--- src/hw/rtl/bgd_pkg.sv ---
// ---------------------------------------------------------------------------
// bgd_pkg: shared types and helpers for the GRBG demosaic
// Sizes, opcode and register index codes, the 3x3 window and the
// per-pixel site flags passed from the line stage to the interpolator.
// ---------------------------------------------------------------------------
`default_nettype none

package bgd_pkg;

  localparam int MaxWidth    = 4096;
  localparam int HeightLimit = 4096;
  localparam int ColW        = $clog2(MaxWidth);
  localparam int DimW        = 13;
  localparam int PixW        = 8;
  localparam int CntW        = ((ColW > DimW) ? ColW : DimW) + 1;

  localparam logic [DimW-1:0] WidthReset  = DimW'(640);
  localparam logic [DimW-1:0] HeightReset = DimW'(480);

  // Input item kinds (carried on tuser)
  localparam logic OpPixel = 1'b0;
  localparam logic OpFlush = 1'b1;

  // Configuration register indexes
  localparam logic CfgWidth  = 1'b0;
  localparam logic CfgHeight = 1'b1;

  typedef struct packed {
    logic [PixW-1:0] ul;
    logic [PixW-1:0] u;
    logic [PixW-1:0] ur;
    logic [PixW-1:0] l;
    logic [PixW-1:0] ce;
    logic [PixW-1:0] rt;
    logic [PixW-1:0] dl;
    logic [PixW-1:0] d;
    logic [PixW-1:0] dr;
  } win_t;

  typedef struct packed {
    logic y_odd;
    logic x_odd;
    logic x_first;
    logic y_first;
    logic x_last;
    logic y_last;
  } site_t;

  function automatic logic [PixW-1:0] avg2(input logic [PixW-1:0] a,
                                           input logic [PixW-1:0] b);
    logic [PixW:0] s;
    begin
      s = {1'b0, a} + {1'b0, b};
      return s[PixW:1];
    end
  endfunction

  // Clamp to [2, limit] and round down to even
  function automatic logic [DimW-1:0] eff_size(input logic [DimW-1:0] v,
                                               input int limit);
    logic [DimW-1:0] t;
    begin
      t = v;
      if (t < DimW'(2)) t = DimW'(2);
      if (int'(t) > limit) t = DimW'(limit);
      return t & ~DimW'(1);
    end
  endfunction

endpackage

`default_nettype wire

--- src/hw/rtl/bgd_interp.sv ---
// ---------------------------------------------------------------------------
// bgd_interp: bilinear color fill for one GRBG site
// Picks the missing colors from the 3x3 window as floor averages of two
// neighbors, one-sided at the frame edges.
// ---------------------------------------------------------------------------
`default_nettype none

module bgd_interp (
  input  var bgd_pkg::win_t              win,
  input  var bgd_pkg::site_t             site,
  output logic [bgd_pkg::PixW-1:0]       blue,
  output logic [bgd_pkg::PixW-1:0]       green,
  output logic [bgd_pkg::PixW-1:0]       red
);
  import bgd_pkg::*;

  always_comb begin
    if (!site.y_odd) begin
      if (!site.x_odd) begin
        // green on a G/R row
        blue  = site.y_first ? win.d : avg2(win.d, win.u);
        green = win.ce;
        red   = site.x_first ? win.rt : avg2(win.rt, win.l);
      end else begin
        // red site: left and down greens
        blue  = site.x_last ? win.dl : avg2(win.dr, win.dl);
        green = avg2(win.l, win.d);
        red   = win.ce;
      end
    end else begin
      if (!site.x_odd) begin
        // blue site: right and up greens
        blue  = win.ce;
        green = avg2(win.rt, win.u);
        red   = site.x_first ? win.ur : avg2(win.ul, win.ur);
      end else begin
        // green on a B/G row
        blue  = site.x_last ? win.l : avg2(win.rt, win.l);
        green = win.ce;
        red   = site.y_last ? win.u : avg2(win.d, win.u);
      end
    end
  end

endmodule

`default_nettype wire

--- config.mk ---
export PLATFORM = sky130hd
export DESIGN_NAME = bgd_interp
export DESIGN_NICKNAME = d
export VERILOG_FILES = /design/src/hw/rtl/bgd_pkg.sv /design/src/hw/rtl/bgd_interp.sv
export SDC_FILE = /design/constraint.sdc
export NUM_CORES = 1
export LEC_CHECK = 0
export BUFFER_PORTS_ARGS = -buffer_cell sky130_fd_sc_hd__buf_2
export CAP_MARGIN = 15
export CORE_MARGIN = 8
export CORE_UTILIZATION = 48
export DETAILED_ROUTE_END_ITERATION = 7
export GPL_TIMING_DRIVEN = 1
export PLACE_DENSITY = 0.73
export SYNTH_ARGS = -nofsm -noshare
export SYNTH_HDL_FRONTEND = slang
export SYNTH_SLANG_ARGS = --single-unit
export TNS_END_PERCENT = 50
--- constraint.sdc ---
create_clock -name vclk -period 2.5
set_input_delay 0.125 -clock vclk [all_inputs]
set_output_delay 0.125 -clock vclk [all_outputs]
set_load 0.01 [all_outputs]
=== Word level (Yosys, flattened, before mapping) ===
Cells that the tools add are included.

* Add/sub/neg operators: 6
* Muxes and demuxes: 15

{| class="wikitable"
|+ Operators by type and width
! kind !! number
|-
| $mux W8 || 15
|-
| $add A8 B8 Y9 || 6
|}

* Flip-flop bits (word level): 0
* Input port bits: 78
* Output and inout port bits: 24
* Logic and storage cells: 21

=== Logic depth before layout (Yosys ltp) ===
Gate-level depths: netlist of run 1.

* Word-level depth: 4
* Gate-level depth with buffers: 8
* Depth with buffers taken out: 8

=== Worst setup path after synthesis of run 1 ===
Ideal clock, no wire load.

* Path type: input to output
* Start point: input port win[25] (netlist bit)
* End point: output port blue[5] (netlist bit)
* Arrival time: 1.877 ns
* Required time: 2.375 ns
* Path slack: 0.498 ns
* Cell stages on the path: 8
* Path buffers: 0
* Cell sequence: inv_1 -> fa_1 -> nand2b_1 -> a211oi_1 -> nor3_1 -> o311ai_1 -> o21ai_0 -> a211oi_1

* Cells in the longest elaborated chain, start to end: 4

{| class="wikitable"
|+ Ends and longest elaborated chain
! element !! line !! source
|-
| start, declared || bgd_interp.sv:9 || <nowiki>input var bgd_pkg::win_t win,</nowiki>
|-
| $add A8 B8 Y9 || bgd_pkg.sv:53 || <nowiki>s = {1'b0, a} + {1'b0, b};</nowiki>
|-
| $mux W8 || bgd_interp.sv:38 || <nowiki>blue = site.x_last ? win.l : avg2(win.rt, win.l);</nowiki>
|-
| $mux W8 || bgd_interp.sv:31 || <nowiki>if (!site.x_odd) begin</nowiki>
|-
| $mux W8 || bgd_interp.sv:18 || <nowiki>if (!site.y_odd) begin</nowiki>
|-
| end, declared || bgd_interp.sv:11 || <nowiki>output logic [bgd_pkg::PixW-1:0] blue,</nowiki>
|}

Every way passes these cells.

=== Final worst setup path of run 1 ===
Same ends and word-level chain as after synthesis.

==> results by group, run 1 <==
Outcome
  • Outcome: complete, no violations

Power
  • P_sw: 0.000490 W
  • Share of total power in combinational logic: 100.0%
  • Pwr Density: 250 nW/um^2
  • Int Pwr: 0.000385 W
  • Sw frac: 56.0%
  • Max VDD drop: 0.111 mV
  • Part of the power in registers: 0%
  • Clk pwr share: 0%
  • Lkg Pwr: 1.62 nW

Layout
  • Fill count: 599
  • Multi-input gate area: 2790 sq um
  • Seq. cell area: 0 sq um
  • Fin nets: 631
  • Clock Buffer Count: 0
  • N_diodes: 0
  • Layout cell share with drive strength beyond 1: 24.7%
  • Synthesis-to-finish area growth: 19.6%
  • Seq_cells: 0
  • Final Util: 59.3%

Die
  • I/O Pins: 102
  • Core outline area: 5890 sq um
  • Die height: 94.0 um
  • Die area: 8830 sq um
  • # rows: 28
  • Initial Util: 49.6%
  • DIE WIDTH: 94.0 um

Timing
  • Max Slew Vio Count: 0
  • Fmax: 423 MHz
  • Final hold viol count: 0
  • Worst Tran Pin Value: 0.571 ns
  • RSZ-0062 raised after global routing: no
  • Final TNS setup: 0 ns
  • Rel. slew slack: 61.9%
  • Min Tclk post-route: 2.36 ns
  • Final setup viols: 0
  • Final worst path period share: 94.5%

Drt
  • Routed vias/inst: 6.31
  • DRT Pass-1 Iters: 5
  • Routed len/inst: 18.6 um
  • Max layer used: met4
  • Via count: 3645
  • Metal2 WL: 4.98 mm
  • M1 WL: 4.79 mm
  • Final ANT Viol Nets: 0
  • DRC marker count from the first detailed-route iteration: 284
  • Met3 WL: 904 um
  • Residual DRC: 0
  • Routed WL: 10.8 mm

Logic synthesis
  • Synth top area share: 18.0%
  • Mean Syn Cell Area: 7.05 sq um
  • Seq/Total Area, Yosys: 0%
  • Largest cells by area after synthesis: ha_1, a21oi_1, o21ai_0
  • Syn_nets: 540
  • Synth Warn #: 0
  • Synth cell count leaders: nand2_1, ha_1, a21oi_1, o21ai_0, nor2_1
  • Post-Syn Area: 2920 sq um
  • Post-synth top area cell: ha_1
  • Most common cell in the netlist: nand2_1
  • Synth cell types: 57
  • Post-Syn Instances: 414

Setup path
  • CP Class: in2out
  • Critical Path Start: win[25]
  • Crit-path max FO: 4
  • Critical Path RT: 2.38 ns
  • CP Data Arrival Time: 2.24 ns
  • CP endpoint kind: output pin
  • CP Launch Type: input port

Global routing
  • GRT Resource Usage Total: 23.4%
  • Largest net degree at the start of global routing: 42
  • Initial antenna violation count: 0
  • First-pass GRT wire length: 17.2 mm
  • Vias in the first global route: 3594
  • Grt total ovfl: 0

Job
  • Max-cap violations: 0

Place
  • Final Wtd Congestion: 0.951
  • HPWL after DPL: 9.04 mm
  • IO Port Bufs: 102

Clocking
  • Setup Fix Bufs, Post-CTS: 0

Worst hold path
  • Min-delay src: win[22]
  • HP Class: in2out
per-layer routing:
layer / up-vias / track usage, %
li1: 1764 / -
met1: 1705 / 31.7
met2: 161 / 39.1
met3: 15 / 3.44
met4: 0 / 2.51
met5: - / 0
critical path: stages:
cell and delay, ns:
buf_2 0.11, inv_1 0.09, fa_1 0.47, nand2b_1 0.19, a211oi_1 0.30, nor3_1 0.10
o311ai_1 0.23, o21ai_0 0.16, a211oi_2 0.29, buf_2 0.17
cells in the final DEF (no fill, tap or decap), types with 6 or more instances in the layout:
cell type,netlist,layout
a31oi_1,6,6
mux2i_1,7,7
nor3_1,14,14
buf_2,5,102
xnor2_1,13,13
ha_1,42,42
a21o_1,8,8
a211oi_1,15,14
nor2_1,25,25
nand2_1,52,52
fa_1,6,6
o21a_1,12,12
nand2b_1,8,8
o21ai_0,39,39
a21oi_1,39,39
nor2b_1,9,9
xor2_1,9,9
inv_1,15,15
logic make-up after synthesis:
kind of cell	count (synthesis)	share of synthesized area, %
compound gates	167	37.4
xor+xnor	22	6.60
fa+ha+maj	48	22.1
buf+inv	33	4.46
mux	16	8.83
simple gates	128	20.5
path summary, 6_finish.rpt:
path | depth (start not counted) | to | slack, ns
worst max-delay path | 10 | blue[5] | 0.14
worst min-delay path | 4 | blue[6] | 0.70
stage by stage:
step	power (W)	hold slack, ns	worst slack (ns)	cells	area, sq um
2_1_floorplan	0.000572	0.425	0.498	414	2920
3_3_place_gp	0.000845	0.684	0.207	578	3490
3_5_place_dp	0.000858	0.700	0.176	578	3490
4_1_cts	0.000862	0.703	0.146	578	3490
5_1_grt	0.000961	0.729	0.0115	578	3490
6_report	0.000874	0.700	0.137	578	3490
power by group through the flow:
stage / Clock, W / Combinational [W] / Sequential (W)
detailed placement: 0 / 0.000858 / 0
CTS: 0 / 0.000862 / 0
global placement: 0 / 0.000845 / 0
finish: 0 / 0.000874 / 0
global route: 0 / 0.000961 / 0
floorplan: 0 / 0.000572 / 0
what timing repair did:
item | in CTS | in global routing
gates resized for setup | 0 | 2
hold buffers | 0 | 0
endpoints found under the setup margin | 0 | 2
area by class of cell:
type	count	area share (%)
multi-input cells	381	80.0
well taps	75	2.69
repair buffers	107	15.7
inverters	15	1.61
Power figures use the tool's default switching activity.
==> inputs of run 2 (changes only) <==
--- a/config.mk
+++ b/config.mk
@@ -7,7 +7,7 @@
 export LEC_CHECK = 0
 export BUFFER_PORTS_ARGS = -buffer_cell sky130_fd_sc_hd__buf_2
 export CAP_MARGIN = 15
-export CORE_MARGIN = 8
+export CORE_MARGIN = 2
 export CORE_UTILIZATION = 48
 export DETAILED_ROUTE_END_ITERATION = 7
 export GPL_TIMING_DRIVEN = 1
==> run 2 against run 1 <==
Effect of this change: critical path depth rose by 1; hold slack got worse by 0.011 ns; critical endpoint is now red[5]; fmax rose by 1.5%; cell count fell by 0.17%; routed wire length fell by 7.3%; design area fell by 0.22%; largest cell class unchanged; sequential share of layout area did not move; non-clock buffer count fell by 1; die area fell by 24%; worst setup slack improved by 0.034 ns; combinational power fell by 1%; first-iteration DRC count rose by 26%.
==> results by group, run 2 (synthesis gave the netlist of run 1 again) <==
Layout
  • Fin nets: 630 (-0.16%)
  • Most frequent cells in the layout: buf_2, nand2_1, ha_1, a21oi_1, o21ai_0
  • Multi-input gate area: 2790 sq um (unchanged)
  • Clock Buffer Count: 0 (unchanged)
  • Fill count: 580 (-3.2%)
  • Layout cell share with drive strength beyond 1: 24.5% (-0.15 points)
  • Commonest non-fill, non-tap cell in the layout: buf_2
  • Seq_cells: 0 (unchanged)
  • Synthesis-to-finish area growth: 19.4%
  • Seq. cell area: 0 sq um (unchanged)
  • Final Util: 59.2% (-0.13 points)
  • N_diodes: 0 (unchanged)

Drt
  • DRT Pass-1 Iters: 5 (unchanged)
  • Routed vias/inst: 6.26 (-0.71%)
  • Routed len/inst: 17.3 um (-7.1%)
  • Residual DRC: 0 (unchanged)
  • Routed WL: 9.99 mm (-7.3%)
  • DRC marker count from the first detailed-route iteration: 357 (+26%)
  • Final ANT Viol Nets: 0 (unchanged)
  • Via count: 3613 (-0.88%)

Global routing
  • GRT Resource Usage Total: 29.7% (+6.3 points)
  • Vias in the first global route: 3206 (-11%)
  • Grt total ovfl: 0 (unchanged)
  • First-pass GRT wire length: 15.6 mm (-9.5%)
  • Largest net degree at the start of global routing: 42 (unchanged)
  • Initial antenna violation count: 0 (unchanged)

Power
  • Sw frac: 55.8% (-0.23 points)
  • Lkg Pwr: 1.61 nW (-0.36%)
  • Share of total power in combinational logic: 100.0% (about the same)
  • Int Pwr: 0.000383 W (-0.54%)
  • Clk pwr share: 0% (unchanged)
  • Pwr Density: 248 nW/um^2 (-0.84%)
  • P_sw: 0.000482 W (-1.5%)
  • Max VDD drop: 0.132 mV (+19%)
  • Part of the power in registers: 0% (unchanged)

Die
  • Initial Util: 49.6% (unchanged)
  • DIE WIDTH: 82.0 um (-13%)
  • # rows: 28 (unchanged)
  • Core outline area: 5890 sq um (unchanged)
  • Die height: 82.0 um (-13%)
  • I/O Pins: 102 (unchanged)
  • Die area: 6720 sq um (-24%)

Timing
  • Final worst path period share: 93.2% (-1.4 points)
  • Min Tclk post-route: 2.33 ns (-0.0340 ns)
  • Worst Tran Pin Value: 0.633 ns (+0.0628 ns)
  • Final hold viol count: 0 (unchanged)
  • Fmax: 429 MHz (+1.5%)
  • Max Slew Vio Count: 0 (unchanged)
  • Final setup viols: 0 (unchanged)
  • Rel. slew slack: 57.8% (-4.1 points)
  • RSZ-0062 raised after global routing: no
  • Final TNS setup: 0 ns (unchanged)

Setup path
  • CP endpoint kind: output pin
  • CP Data Arrival Time: 2.20 ns (-0.04 ns)
  • Critical Path RT: 2.38 ns (about the same)
  • Crit-path max FO: 5 (+1)
  • CP Launch Type: input port
  • CP Class: in2out

Place
  • Final Wtd Congestion: 0.984 (+3.5%)
  • IO Port Bufs: 102 (unchanged)
  • HPWL after DPL: 8.29 mm (-8.3%)

Outcome
  • Outcome: complete, no violations

Worst hold path
  • HP Class: in2out
  • WHS Path Cells: 4 (unchanged)

Job
  • Max-cap violations: 0 (unchanged)
## run 2: changes by cell type in the layout (fill, tap and decap cells not counted)
cell	delta
buf_4	-1
o311ai_0	+1
o311ai_1	-1
## run 2: worst paths after layout
path                     from       end
worst max-delay path   win[9]    red[5]
worst min-delay path  win[32]  green[0]
## run 2: layout make-up
type / count / area share (%)
Multi-Input combinational cell: 381 / 80.2
Timing Repair Buffer: 106 / 15.5
Inverter: 15 / 1.62
Tap cell: 75 / 2.69
## run 2: per-layer routing
| metal | wire (um) | global-route usage [%] | vias to the layer above |
|---|---|---|---|
| li1 | - | - | 1768 |
| met1 | 4490 | 41.6 | 1669 |
| met2 | 4590 | 50.7 | 166 |
| met3 | 823 | 2.97 | 10 |
| met4 | 84 | 2.67 | 0 |
| met5 | 0 | 0 | - |
## run 2: repair_timing
| action | in CTS | in global routing |
|---|---|---|
| buffers inserted | 0 | 0 |
| hold buffers | 0 | 0 |
| setup endpoints to repair | 0 | 1 |
| gates resized for setup | 0 | 1 |
## run 2: through the flow
step | hold slack, ns | setup slack (ns) | cells | power, W | area [sq um]
2_1_floorplan | 0.425 | 0.498 | 414 | 0.000572 | 2920
3_3_place_gp | 0.685 | 0.183 | 577 | 0.000837 | 3480
3_5_place_dp | 0.695 | 0.204 | 577 | 0.000849 | 3480
4_1_cts | 0.693 | 0.180 | 577 | 0.000853 | 3480
5_1_grt | 0.735 | 0.0396 | 577 | 0.000957 | 3480
6_report | 0.690 | 0.171 | 577 | 0.000865 | 3480
## run 2: power groups by stage
stage	Combinational (W)	Sequential [W]	Clock, W
after floorplan	0.000572	0	0
after global placement	0.000837	0	0
after detailed placement	0.000849	0	0
after CTS	0.000853	0	0
after global routing	0.000957	0	0
final	0.000865	0	0
## run 2: critical path: stages
cell      delay [ns]
buf_2           0.12
inv_1           0.09
fa_1            0.46
nand2b_1        0.18
a21oi_1         0.13
buf_4           0.16
o32ai_1         0.10
o311ai_0        0.40
o211ai_1        0.16
o21ai_0         0.12
buf_2           0.16
